--- src/rtl/pnpcc_pkg.sv ---
// ============================================================================
// pnpcc_pkg
// Shared types, codes and the helper function of the per-node path and cycle
// counter: controller commands, datapath status and the bit search helper.
// ============================================================================
package pnpcc_pkg;

  // Width of the bit search helper; rows are zero-extended to it.
  localparam int unsigned SEARCH_W = 64;

  // Configuration register indexes.
  localparam logic REG_NODE_TOTAL = 1'b0;
  localparam logic REG_SYMMETRIC  = 1'b1;

  // Request kinds carried on the input tuser bit.
  localparam logic MODE_EDGE  = 1'b0;
  localparam logic MODE_COUNT = 1'b1;

  // Positions of the five totals inside one totals memory word.
  localparam int unsigned F_P3E = 0;
  localparam int unsigned F_P3M = 1;
  localparam int unsigned F_P4E = 2;
  localparam int unsigned F_P4I = 3;
  localparam int unsigned F_CY  = 4;

  // Which node of the current a->b->c walk receives its deferred update.
  typedef enum logic [1:0] {
    UPD_A = 2'd0,
    UPD_B = 2'd1,
    UPD_C = 2'd2
  } upd_sel_e;

  // Commands from the controller to the datapath.
  typedef struct packed {
    logic     latch_edge;
    logic     edge_rd;
    logic     edge_wr;
    logic     a_init;
    logic     a_rd;
    logic     a_ld;
    logic     a_next;
    logic     b_pick;
    logic     b_ld;
    logic     c_pick;
    logic     c_ld;
    logic     d_pick;
    logic     d_wr;
    logic     upd_rd;
    logic     upd_wr;
    upd_sel_e upd_sel;
    logic     o_init;
    logic     o_rd;
    logic     o_ld;
    logic     o_next;
    logic     clear;
  } pnpcc_cmd_t;

  // Status from the datapath to the controller.
  typedef struct packed {
    logic ma_empty;
    logic mb_empty;
    logic md_empty;
    logic a_last;
    logic o_last;
  } pnpcc_sts_t;

  // Index of the lowest set bit, found by halving the window six times.
  function automatic logic [5:0] low_bit(input logic [SEARCH_W-1:0] x);
    logic [SEARCH_W-1:0] v;
    logic [5:0]          r;
    v = x;
    r = '0;
    if (v[31:0] == 32'h0) begin
      r[5] = 1'b1;
      v    = v >> 32;
    end
    if (v[15:0] == 16'h0) begin
      r[4] = 1'b1;
      v    = v >> 16;
    end
    if (v[7:0] == 8'h0) begin
      r[3] = 1'b1;
      v    = v >> 8;
    end
    if (v[3:0] == 4'h0) begin
      r[2] = 1'b1;
      v    = v >> 4;
    end
    if (v[1:0] == 2'h0) begin
      r[1] = 1'b1;
      v    = v >> 2;
    end
    if (v[0] == 1'b0) begin
      r[0] = 1'b1;
    end
    return r;
  endfunction

endpackage

--- src/rtl/pnpcc_ctrl.sv ---
// ============================================================================
// pnpcc_ctrl
// Controller state machine: sequences edge loading, the nested walk over
// a->b->c->d node sequences, the per-node result requests and the clear.
// ============================================================================
module pnpcc_ctrl
  import pnpcc_pkg::*;
(
  input  logic       clk_i,
  input  logic       rst_ni,
  input  logic       s_valid_i,
  input  logic       s_mode_i,
  output logic       s_ready_o,
  output logic       m_valid_o,
  input  logic       m_ready_i,
  input  pnpcc_sts_t sts_i,
  output pnpcc_cmd_t cmd_o
);

  typedef enum logic [17:0] {
    ST_IDLE    = 18'h00001,
    ST_EDGE_RD = 18'h00002,
    ST_EDGE_WR = 18'h00004,
    ST_A_RD    = 18'h00008,
    ST_A_LD    = 18'h00010,
    ST_B_PICK  = 18'h00020,
    ST_B_LD    = 18'h00040,
    ST_C_PICK  = 18'h00080,
    ST_C_LD    = 18'h00100,
    ST_D_PICK  = 18'h00200,
    ST_D_WR    = 18'h00400,
    ST_UPD_RD  = 18'h00800,
    ST_UPD_WR  = 18'h01000,
    ST_A_NEXT  = 18'h02000,
    ST_O_RD    = 18'h04000,
    ST_O_LD    = 18'h08000,
    ST_O_WAIT  = 18'h10000,
    ST_CLEAR   = 18'h20000
  } state_e;

  state_e   state_q, state_d;
  upd_sel_e upd_sel_q, upd_sel_d;

  // State and update selector registers.
  always_ff @(posedge clk_i or negedge rst_ni) begin
    if (!rst_ni) begin
      state_q   <= ST_IDLE;
      upd_sel_q <= UPD_A;
    end else begin
      state_q   <= state_d;
      upd_sel_q <= upd_sel_d;
    end
  end

  // Next state and command decode.
  always_comb begin
    state_d       = state_q;
    upd_sel_d     = upd_sel_q;
    cmd_o         = '0;
    cmd_o.upd_sel = upd_sel_q;
    s_ready_o     = 1'b0;
    m_valid_o     = 1'b0;
    unique case (state_q)
      ST_IDLE: begin
        s_ready_o = 1'b1;
        if (s_valid_i) begin
          cmd_o.latch_edge = 1'b1;
          if (s_mode_i == MODE_COUNT) begin
            cmd_o.a_init = 1'b1;
            state_d      = ST_A_RD;
          end else begin
            state_d = ST_EDGE_RD;
          end
        end
      end
      ST_EDGE_RD: begin
        cmd_o.edge_rd = 1'b1;
        state_d       = ST_EDGE_WR;
      end
      ST_EDGE_WR: begin
        cmd_o.edge_wr = 1'b1;
        state_d       = ST_IDLE;
      end
      ST_A_RD: begin
        cmd_o.a_rd = 1'b1;
        state_d    = ST_A_LD;
      end
      ST_A_LD: begin
        cmd_o.a_ld = 1'b1;
        state_d    = ST_B_PICK;
      end
      ST_B_PICK: begin
        if (sts_i.ma_empty) begin
          state_d = ST_A_NEXT;
        end else begin
          cmd_o.b_pick = 1'b1;
          state_d      = ST_B_LD;
        end
      end
      ST_B_LD: begin
        cmd_o.b_ld = 1'b1;
        state_d    = ST_C_PICK;
      end
      ST_C_PICK: begin
        if (sts_i.mb_empty) begin
          state_d = ST_B_PICK;
        end else begin
          cmd_o.c_pick = 1'b1;
          state_d      = ST_C_LD;
        end
      end
      ST_C_LD: begin
        cmd_o.c_ld = 1'b1;
        state_d    = ST_D_PICK;
      end
      ST_D_PICK: begin
        if (sts_i.md_empty) begin
          upd_sel_d = UPD_A;
          state_d   = ST_UPD_RD;
        end else begin
          cmd_o.d_pick = 1'b1;
          state_d      = ST_D_WR;
        end
      end
      ST_D_WR: begin
        cmd_o.d_wr = 1'b1;
        state_d    = ST_D_PICK;
      end
      ST_UPD_RD: begin
        cmd_o.upd_rd = 1'b1;
        state_d      = ST_UPD_WR;
      end
      ST_UPD_WR: begin
        cmd_o.upd_wr = 1'b1;
        case (upd_sel_q)
          UPD_A: begin
            upd_sel_d = UPD_B;
            state_d   = ST_UPD_RD;
          end
          UPD_B: begin
            upd_sel_d = UPD_C;
            state_d   = ST_UPD_RD;
          end
          default: begin
            state_d = ST_C_PICK;
          end
        endcase
      end
      ST_A_NEXT: begin
        if (sts_i.a_last) begin
          cmd_o.o_init = 1'b1;
          state_d      = ST_O_RD;
        end else begin
          cmd_o.a_next = 1'b1;
          state_d      = ST_A_RD;
        end
      end
      ST_O_RD: begin
        cmd_o.o_rd = 1'b1;
        state_d    = ST_O_LD;
      end
      ST_O_LD: begin
        cmd_o.o_ld = 1'b1;
        state_d    = ST_O_WAIT;
      end
      ST_O_WAIT: begin
        m_valid_o = 1'b1;
        if (m_ready_i) begin
          if (sts_i.o_last) begin
            state_d = ST_CLEAR;
          end else begin
            cmd_o.o_next = 1'b1;
            state_d      = ST_O_RD;
          end
        end
      end
      ST_CLEAR: begin
        cmd_o.clear = 1'b1;
        state_d     = ST_IDLE;
      end
      default: begin
        state_d = ST_IDLE;
      end
    endcase
  end

endmodule

--- config.mk ---
export PLATFORM = sky130hd
export DESIGN_NAME = pnpcc_ctrl
export DESIGN_NICKNAME = d
export VERILOG_FILES = /design/src/rtl/pnpcc_pkg.sv /design/src/rtl/pnpcc_ctrl.sv
export SDC_FILE = /design/constraint.sdc
export NUM_CORES = 1
export LEC_CHECK = 0
export ABC_AREA = 1
export BUFFER_PORTS_ARGS = -buffer_cell sky130_fd_sc_hd__buf_2
export CORE_UTILIZATION = 50
export DETAILED_ROUTE_END_ITERATION = 10
export PLACE_DENSITY = 0.76
export SLEW_MARGIN = 20
export SYNTH_ARGS = -nofsm -noshare
export SYNTH_HDL_FRONTEND = slang
export SYNTH_SLANG_ARGS = --single-unit
--- constraint.sdc ---
create_clock -name clk_i -period 1.9 [get_ports clk_i]
set_clock_uncertainty 0.05 [all_clocks]
set_input_delay 0.095 -clock clk_i [delete_from_list [all_inputs] [get_ports clk_i]]
set_output_delay 0.095 -clock clk_i [all_outputs]
set_load 0.005 [all_outputs]
==> flow_metrics.tcl, run 1 <==
set metrics [dict create \
    status "finished clean" \
    dp.cells 253 \
    yosysTopAreaCell "dfrtp_1" \
    nets 266 \
    final_cell_mix "nor2_1, inv_1, buf_2, nand2_1, buf_4" \
    synth_area_per_cell_um2 7.14 \
    whs_path_depth 4 \
    final_cell_count_no_fill 285 \
    vias 1397 \
    rrSetupSlack_ns 0.14 \
    power_leakage_uw 0.00114 \
    max_stage_delay_ns 0.45 \
    htree_num_levels 1 \
    hp-start "sts_i[1]" \
    grt_pass1_vias 1173 \
    dp_hpwl_um 2220 \
    seq_area_frac_synth 0.370 \
    r2r_end "state_q[0]" \
    drc_errors 0 \
    clk-insertion-delay-late_ns 0.31 \
    rsz0062_at_grt "true" \
    ys_types 24 \
    final.setup.tns_ns 0 \
    p_per_area_nw_per_um2 880 \
    grt_pass1_wl_um 4960 \
    drive_gt1_frac 0.392 \
    final_hold_viol_count 0 \
    gp_congestion 0.864 \
    dieHeight_um 54.1 \
    drv_slew 0 \
    cts.sinks 20 \
    grt.overflow.total 0 \
    area_growth_pct 38.7 \
    fin_crit_sh 0.984 \
    period_minus_slack_ns 1.87 \
    holdPathEnd "state_q[3]" \
    critPathCaptureType "output port" \
    cp-start-kind "flip-flop" \
    num-fill-cells 210 \
    grt_max_degree 21 \
    netlist.area_leader.share 0.351 \
    numCtsBuffers 3 \
    crit_fanout 5 \
    path_cells "nor2_4, nand2_4, nor2_8, buf_4, nand3b_1, nor2_1, buf_2" \
    cp.required_ns 1.75 \
    drtPass1Iterations 4 \
    vdd_drop_max_uv 997 \
    rows 18 \
    portBuffers 33 \
    clk_pin_slew_ns 0.12 \
    start_util 0.538 \
    yosys_warnings 0 \
    clock-root-buffer "clkbuf_4" \
    cpMaxStageDelayCell "dfrtp_1" \
    ys_ff_latch 20 \
    worst-endpoint-arrival_ns 1.73 \
    vias_per_cell 4.90 \
    coreArea_um2 2520 \
    final_common_cell "nor2_1" \
    syn_area_um2 1360 \
    cts_tree "done" \
    setup_viol 0 \
    first_iter_violations 26 \
    diodes 0 \
    cap_violations 0 \
    tightest_slew_ns 0.476 \
    syn_inst 190 \
    wl_per_cell_um 12.3 \
    clk_path_buf_depth 2 \
    path_class "reg -> out" \
    reg2reg_from "state_q[10]" \
    grt_antenna_before_repair 0 \
    ant_nets 0 \
    io_pins 34 \
    fmax_mhz 535 \
    chipWidth_um 54.1 \
    fp.dieArea_um2 2920 \
    drt-total-wl_um 3520 \
    reg2reg_depth 12 \
    slew-limit-headroom 0.683 \
    syn_nets 200 \
    synth_area_leaders "dfrtp_1, nor2_1, inv_1" \
    track_usage 0.243 \
    hp-class "in -> reg" \
]
==> kinds of logic after synthesis <==
logic type             after synthesis  synth area share
AND/OR/NAND/NOR                    126             0.489
AO/OA/AOI/OAI                        8            0.0415
buffers and inverters               36            0.0996
flip-flops                          20             0.370
==> area by class of cell <==
cell class	instances	area [um2]	share of cell area
clock buffer	4	36.3	0.0193
inverter	36	135	0.0718
multi-input combinational	134	777	0.413
sequential	20	503	0.267
tap	30	37.5	0.0199
timing repair buffer	61	393	0.209
==> timing repair <==
action                                 in CTS  in global routing
pin swaps                                   4                 11
setup buffers                               6                 15
hold buffers                                7                  0
endpoints found under the hold margin      26                  0
setup endpoints to repair                   7                 12
gates resized for setup                     5                 13
==> worst max path at each step <==
stage	start	endpoint	slack (ns)	cells past startpoint
floorplan	state_q[13]	state_q[14]	0.42	9
global placement	state_q[17]	state_q[0]	0.27	8
detailed placement	state_q[17]	state_q[0]	0.27	8
CTS	state_q[1]	cmd_o[1]	0.003	8
global route	state_q[10]	cmd_o[12]	-0.09	7
finish	state_q[10]	cmd_o[12]	0.03	7
==> synth_stat cells <==
cell,n
o21ai_0,2
nand2_1,32
nand3_2,1
o21ai_2,1
nor2_4,4
nand4_1,3
nor3_4,1
o22ai_1,1
nor2_1,46
inv_2,1
or2_4,1
nand3_1,12
o21ai_1,1
a22o_1,1
dfstp_2,1
nor2_2,9
nand2_2,3
dfrtp_1,19
a21oi_2,2
nor3_1,5
nand2_4,5
nor2_8,2
nand3b_1,2
inv_1,35
==> where the power goes <==
group	internal, uW	total, uW	switching (uW)	leakage, uW
Sequential	472	520	47.3	0.000273
Clock	117	258	141	0.0000210
Combinational	381	879	498	0.000842
Total	970	1660	686	0.00114
==> per-layer routing <==
| metal | wire length, um | global-route usage | up-vias |
|---|---|---|---|
| met5 | 0 | 0 | - |
| met4 | 35 | 0.0641 | 0 |
| met3 | 124 | 0.0593 | 6 |
| met2 | 1810 | 0.440 | 28 |
| met1 | 1540 | 0.283 | 654 |
| li1 | - | - | 709 |
==> worst max-delay path, delay by kind of cell (launching register included) <==
| family | cells | cell delay (ns) |
|---|---|---|
| simple gates | 5 | 0.70 |
| flops | 1 | 0.45 |
| buf+inv | 2 | 0.27 |
==> through the flow <==
stage                util  total power [uW]  worst slack, ns  cell area (um2)  hold slack, ns
global placement    0.618              1130            0.268             1560          0.0213
global route        0.746              1760          -0.0891             1880          0.0348
detailed placement  0.618              1140            0.266             1560          0.0219
finish              0.746              1660           0.0298             1880          0.0447
floorplan               -               995            0.416             1360          -0.251
CTS                 0.688              1480          0.00341             1740          0.0334
==> flip-flops by register name, indices dropped and copies added, names as in the netlist <==
signal,flops
upd_sel_q,2
state_q,18
Note: power is estimated with default switching activity, not from simulation.
==> inputs of run 2 (changes only) <==
--- a/config.mk
+++ b/config.mk
@@ -6,5 +6,4 @@
 export NUM_CORES = 1
 export LEC_CHECK = 0
-export ABC_AREA = 1
 export BUFFER_PORTS_ARGS = -buffer_cell sky130_fd_sc_hd__buf_2
 export CORE_UTILIZATION = 50
==> constraint.sdc (replaced) <==
create_clock -name clk_i -period 1.9 [get_ports clk_i]
set_clock_uncertainty 0.05 [all_clocks]
set_input_delay 0.285 -clock clk_i [delete_from_list [all_inputs] [get_ports clk_i]]
set_output_delay 0.285 -clock clk_i [all_outputs]
set_load 0.005 [all_outputs]
==> run 2 against run 1 <==
  * The run now ends with setup timing left
  * Highest routed layer unchanged
  * Sequential share of layout area decreased by 4.5 points
  * Global-route usage increased by 7.2 points
  * Critical path depth decreased by 2
  * Clock-buffer cell count unchanged
  * Cell count decreased by 12%
  * Utilization increased by 16 points
  * Power increased by 45%
  * Worst setup slack got worse by 0.50 ns
  * Largest power group unchanged
  * Routed wire length increased by 42%
  * Largest cell class unchanged
  * Sequential power increased by 4.0%
  * Synthesized area increased by 0.65%
  * Combinational power increased by 82%
==> flow_metrics.tcl, run 2 <==
set metrics [dict create \
    largest_reg_flops 18 \
    cpMaxStageDelayCell "dfrtp_1" \
    diodes 0 \
    io_pins 34 \
    fin_crit_sh 1.25 \
    path_class "reg -> out" \
    drtPass1Iterations 4 \
    grt_antenna_before_repair 0 \
    syn_area_um2 1370 \
    path_cells "nor4_4, buf_6, nand4_1, nor4b_2, buf_2" \
    drive_gt1_frac 0.649 \
    cp.required_ns 1.56 \
    fp.dieArea_um2 2940 \
    first_iter_violations 58 \
    vdd_drop_max_uv 1090 \
    clk_path_buf_depth 2 \
    cp-start-kind "flip-flop" \
    rrSetupSlack_ns -0.27 \
    vias 1564 \
    numCtsBuffers 3 \
    final_hold_viol_count 0 \
    synth_most_common_cell "dfrtp_1" \
    syn_inst 141 \
    max_stage_delay_ns 0.45 \
    crit_fanout 7 \
    htree_num_levels 1 \
    seq_area_frac_synth 0.368 \
    drv_slew 0 \
    grt_pass1_wl_um 6530 \
    layout_setup_ws_ns -0.474 \
    tightest_slew_ns 0.481 \
    ys_ff_latch 20 \
    final_cell_mix "buf_4, buf_2, dfrtp_1, buf_6, o21ai_0" \
    area_growth_pct 66.5 \
    worst-endpoint-arrival_ns 2.04 \
    dp_hpwl_um 2750 \
    num-fill-cells 113 \
    dieHeight_um 54.3 \
    clock-root-buffer "clkbuf_4" \
    status "complete, but fails checks" \
    cts_tree "done" \
    period_minus_slack_ns 2.37 \
    fmax_mhz 421 \
    setup_viol 29 \
    violations "setup timing" \
    netlist.area_leader.share 0.348 \
    yosysTopAreaCell "dfrtp_1" \
    async_reset_ff_frac 1.00 \
    dp.cells 228 \
    chipWidth_um 54.3 \
    slew-limit-headroom 0.679 \
    utilization 0.901 \
    cap_violations 0 \
    grt_max_degree 21 \
    critPathCaptureType "output port" \
    final_cell_count_no_fill 252 \
    track_usage 0.315 \
    nets 233 \
    rsz0062_at_grt "true" \
    drt-total-wl_um 5010 \
    grt_pass1_vias 1432 \
    largestRegisters "state_q x18, upd_sel_q x2" \
    synth_area_per_cell_um2 9.68 \
    clk_pin_slew_ns 0.11 \
    wl_per_cell_um 19.9 \
    rows 18 \
    hp-class "in -> reg" \
    gp_congestion 0.861 \
    final.setup.tns_ns -7.58 \
    regMostFlops "state_q" \
    yosys_warnings 0 \
    clk-insertion-delay-late_ns 0.31 \
    portBuffers 33 \
    synth_area_leaders "dfrtp_1, nor4b_1, nor4_4" \
    syn_nets 151 \
    coreArea_um2 2520 \
    dp_slack_ns -0.110 \
    cts.sinks 20 \
    p_per_area_nw_per_um2 1050 \
    drc_errors 0 \
    power_leakage_uw 0.00104 \
    synth_common_cells "dfrtp_1, nor3_1, nor4b_1" \
    ys_types 45 \
    ys.flop_type "dfrtp_1" \
    final_common_cell "buf_4" \
    grt.overflow.total 0 \
    synth_edf_count 0 \
    place_area_um2 1740 \
    ant_nets 0 \
    vias_per_cell 6.21 \
    start_util 0.541 \
    fin_area_um2 2270 \
]
-- run 2: cell count changes in the layout (fill, tap and decap cells not counted), sizes merged, moves of 9 or more --
cell and delta:
buf +31, inv -32, nand2 -36, nor2 -51
nor4 +9, nor4b +11
-- run 2: critical path, delay by kind of cell, from the launching register on --
kind	cells	cell delay, ns
buffers and inverters	2	0.35
DFF	1	0.45
and+or+nand+nor	3	0.95
-- run 2: layout make-up --
type	count	area, um2	share of cell area
flip-flops and latches	20	504	0.222
clock buffers	4	36.3	0.0160
well taps	30	37.5	0.0165
repair buffers	86	628	0.276
inverters	4	15.0	0.00660
multi-input cells	108	1050	0.463
-- run 2: through the flow --
step           total power (uW)  hold WS, ns
5_1_grt                    2520       0.0954
2_1_floorplan              1110      -0.0606
3_5_place_dp               1500        0.213
6_report                   2400       0.0913
4_1_cts                    2160       0.0908
3_3_place_gp               1460        0.209
-- run 2: cells by family (layout without fill, tap and decap cells) --
group,count (synthesis),after routing,synth area share
AO/OA/AOI/OAI,22,22,0.106
AND/OR/NAND/NOR,80,80,0.413
XOR/XNOR,6,6,0.0385
flip-flops,20,20,0.368
buffers and inverters,13,94,0.0742
-- run 2: power breakdown --
| part | total, uW | switching, uW | internal (uW) |
|---|---|---|---|
| Clock | 253 | 136 | 117 |
| Sequential | 541 | 65.4 | 476 |
| Combinational | 1600 | 787 | 816 |
| Total | 2400 | 988 | 1410 |
-- run 2: worst paths after layout --
path                         startpoint     endpoint  cells after the start
min                            s_mode_i   state_q[1]                      2
max                          state_q[9]    cmd_o[13]                      5
min in group asynchronous        rst_ni   state_q[5]                      2
max in group asynchronous        rst_ni  state_q[13]                      2
min reg2reg                upd_sel_q[1]   state_q[7]                      1
max reg2reg                  state_q[9]   state_q[0]                      6
-- run 2: routing by layer --
metal | global-route usage | part of all wire | vias up
met2 | 0.535 | 0.51 | 81
li1 | - | - | 695
met1 | 0.359 | 0.39 | 766
met4 | 0.201 | 0.038 | 0
met3 | 0.0611 | 0.055 | 22
met5 | 0 | 0 | -
-- run 2: timing repair --
action / 4_1_cts / 5_1_grt
setup buffers: 21 / 5
hold endpoints to repair: 19 / 0
hold buffers: 1 / 0
endpoints found under the setup margin: 25 / 32
gates resized for setup: 38 / 38
pin swaps: 18 / 19
==> inputs of run 3 (changes only) <==
- ABC_AREA: default -> 1
- GPL_ROUTABILITY_DRIVEN: default -> 1
==> run 3 against run 2 <==
  * The run still ends with setup timing left
  * Die area down 0.63%
  * Routed wire length up 3.5%
  * Sequential power down 3.7%
  * Clock power down 13%
  * Hold slack about the same
  * Non-clock buffer count up 2
  * Power down 20%
  * First-iteration DRC count up 3.4%
  * Fmax up 14%
==> flow_metrics.tcl, run 3 (synthesized netlist as in run 1, its figures left out) <==
set metrics [dict create \
    final_cell_mix "buf_4, nor2_1, buf_2, inv_1, nand2_1" \
    vias 1701 \
    dieHeight_um 54.1 \
    regMostFlops "state_q" \
    worst-endpoint-arrival_ns 1.75 \
    chipWidth_um 54.1 \
    register_area_um2 502 \
    wl_per_cell_um 16.6 \
    drt-total-wl_um 5180 \
    cp.required_ns 1.56 \
    start_util 0.538 \
    dr_wl_met2_um 2600 \
    clk-insertion-delay-late_ns 0.32 \
    cts.sinks 20 \
    grt.overflow.total 0 \
    wl_met1_um 1930 \
    total_power_uw 1920 \
    multi_input_area_um2 906 \
    cap_violations 0 \
    portBuffers 33 \
    first_iter_violations 60 \
    ant_nets 0 \
    track_usage 0.280 \
    vias_per_cell 5.45 \
    p_per_area_nw_per_um2 852 \
    tightest_slew_ns 0.463 \
    fmax_mhz 480 \
    dp_hpwl_um 2170 \
    fin_crit_sh 1.10 \
    largestRegisters "state_q x18, upd_sel_q x2" \
    clk_path_buf_depth 2 \
    slew-limit-headroom 0.691 \
    clk_pin_slew_ns 0.12 \
    largest_reg_flops 18 \
    routed.top_layer "met4" \
    numCtsBuffers 3 \
    critPathCaptureType "output port" \
    cp-start-kind "flip-flop" \
    grt_antenna_before_repair 0 \
    period_minus_slack_ns 2.08 \
    crit_fanout 5 \
    rsz0062_at_grt "true" \
    fp.dieArea_um2 2920 \
    drc_errors 0 \
    hp-class "in -> reg" \
    utilization 0.893 \
    grt_pass1_vias 1342 \
    final_hold_viol_count 0 \
    violations "setup timing" \
    drtPass1Iterations 4 \
    status "complete, but fails checks" \
    area_growth_pct 66.1 \
    rows 18 \
    htree_num_levels 1 \
    grt_max_degree 21 \
    setup_viol 22 \
    nets 293 \
    diodes 0 \
    met3WireLength_um 400 \
    num-fill-cells 115 \
    drive_gt1_frac 0.539 \
    gp_congestion 0.795 \
    power_leakage_uw 0.00128 \
    final_common_cell "buf_4" \
    grt_pass1_wl_um 5710 \
    clock-root-buffer "clkbuf_4" \
    vdd_drop_max_uv 865 \
    drv_slew 0 \
    coreArea_um2 2520 \
    io_pins 34 \
    path_class "reg -> out" \
    cts_tree "done" \
    layout_setup_ws_ns -0.182 \
]
-- run 3: cell count changes in the layout (fill, tap and decap cells not counted), sizes merged, moves of 9 or more --
| cell | delta |
|---|---|
| inv | +32 |
| nor4b | -11 |
| nor2 | +51 |
| nand2 | +36 |
| nor4 | -9 |
-- run 3: worst paths after layout --
kind,startpoint,end,slack (ns),depth (start not counted)
min in group asynchronous,rst_ni,state_q[8],0.39,2
max in group asynchronous,rst_ni,state_q[0],1.05,2
hold / removal,sts_i[2],state_q[10],0.09,2
setup reg to reg,state_q[8],state_q[0],-0.08,15
setup / recovery,state_q[8],cmd_o[12],-0.18,7
hold reg to reg,upd_sel_q[0],upd_sel_q[0],0.53,2
-- run 3: cell type report --
class                      count  share of cell area
multi-input combinational    134               0.402
timing repair buffer          88               0.286
sequential                    20               0.223
inverter                      36              0.0611
tap                           30              0.0167
clock buffer                   4              0.0117
-- run 3: routing by layer --
layer	GRT usage	up-vias
li1	-	768
met1	0.316	796
met2	0.498	106
met3	0.0650	31
met4	0.124	0
met5	0	-
-- run 3: report_power, final --
part	internal, uW	switching [uW]
Clock	82.4	137
Combinational	531	648
Sequential	472	49.3
Total	1090	835
-- run 3: critical path, cell delays in order (launching register included) --
cell	delay, ns
dfrtp_1	0.45
nor2_4	0.17
nand2_4	0.09
nor2_8	0.19
buf_6	0.14
nand3b_1	0.12
nor2_1	0.13
buf_2	0.12
-- run 3: stage by stage --
stage                     cell area [um2]  hold WS (ns)  cells  worst slack (ns)  TNS [ns]
after floorplan                      1360       -0.0606    190             0.310         0
after global placement               1570         0.206    254             0.117         0
after detailed placement             1570         0.208    254            0.0888         0
after CTS                            1930        0.0808    289           -0.0917    -0.844
after global routing                 2250        0.0898    312            -0.265     -4.24
final                                2250        0.0910    312            -0.182     -2.37
-- run 3: repair_timing --
action,4_1_cts,5_1_grt
gates resized for setup,27,39
pin swaps,22,18
endpoints found under the setup margin,21,22
hold buffers,1,0
endpoints found under the hold margin,19,0
cloned,0,0
setup buffers,30,23
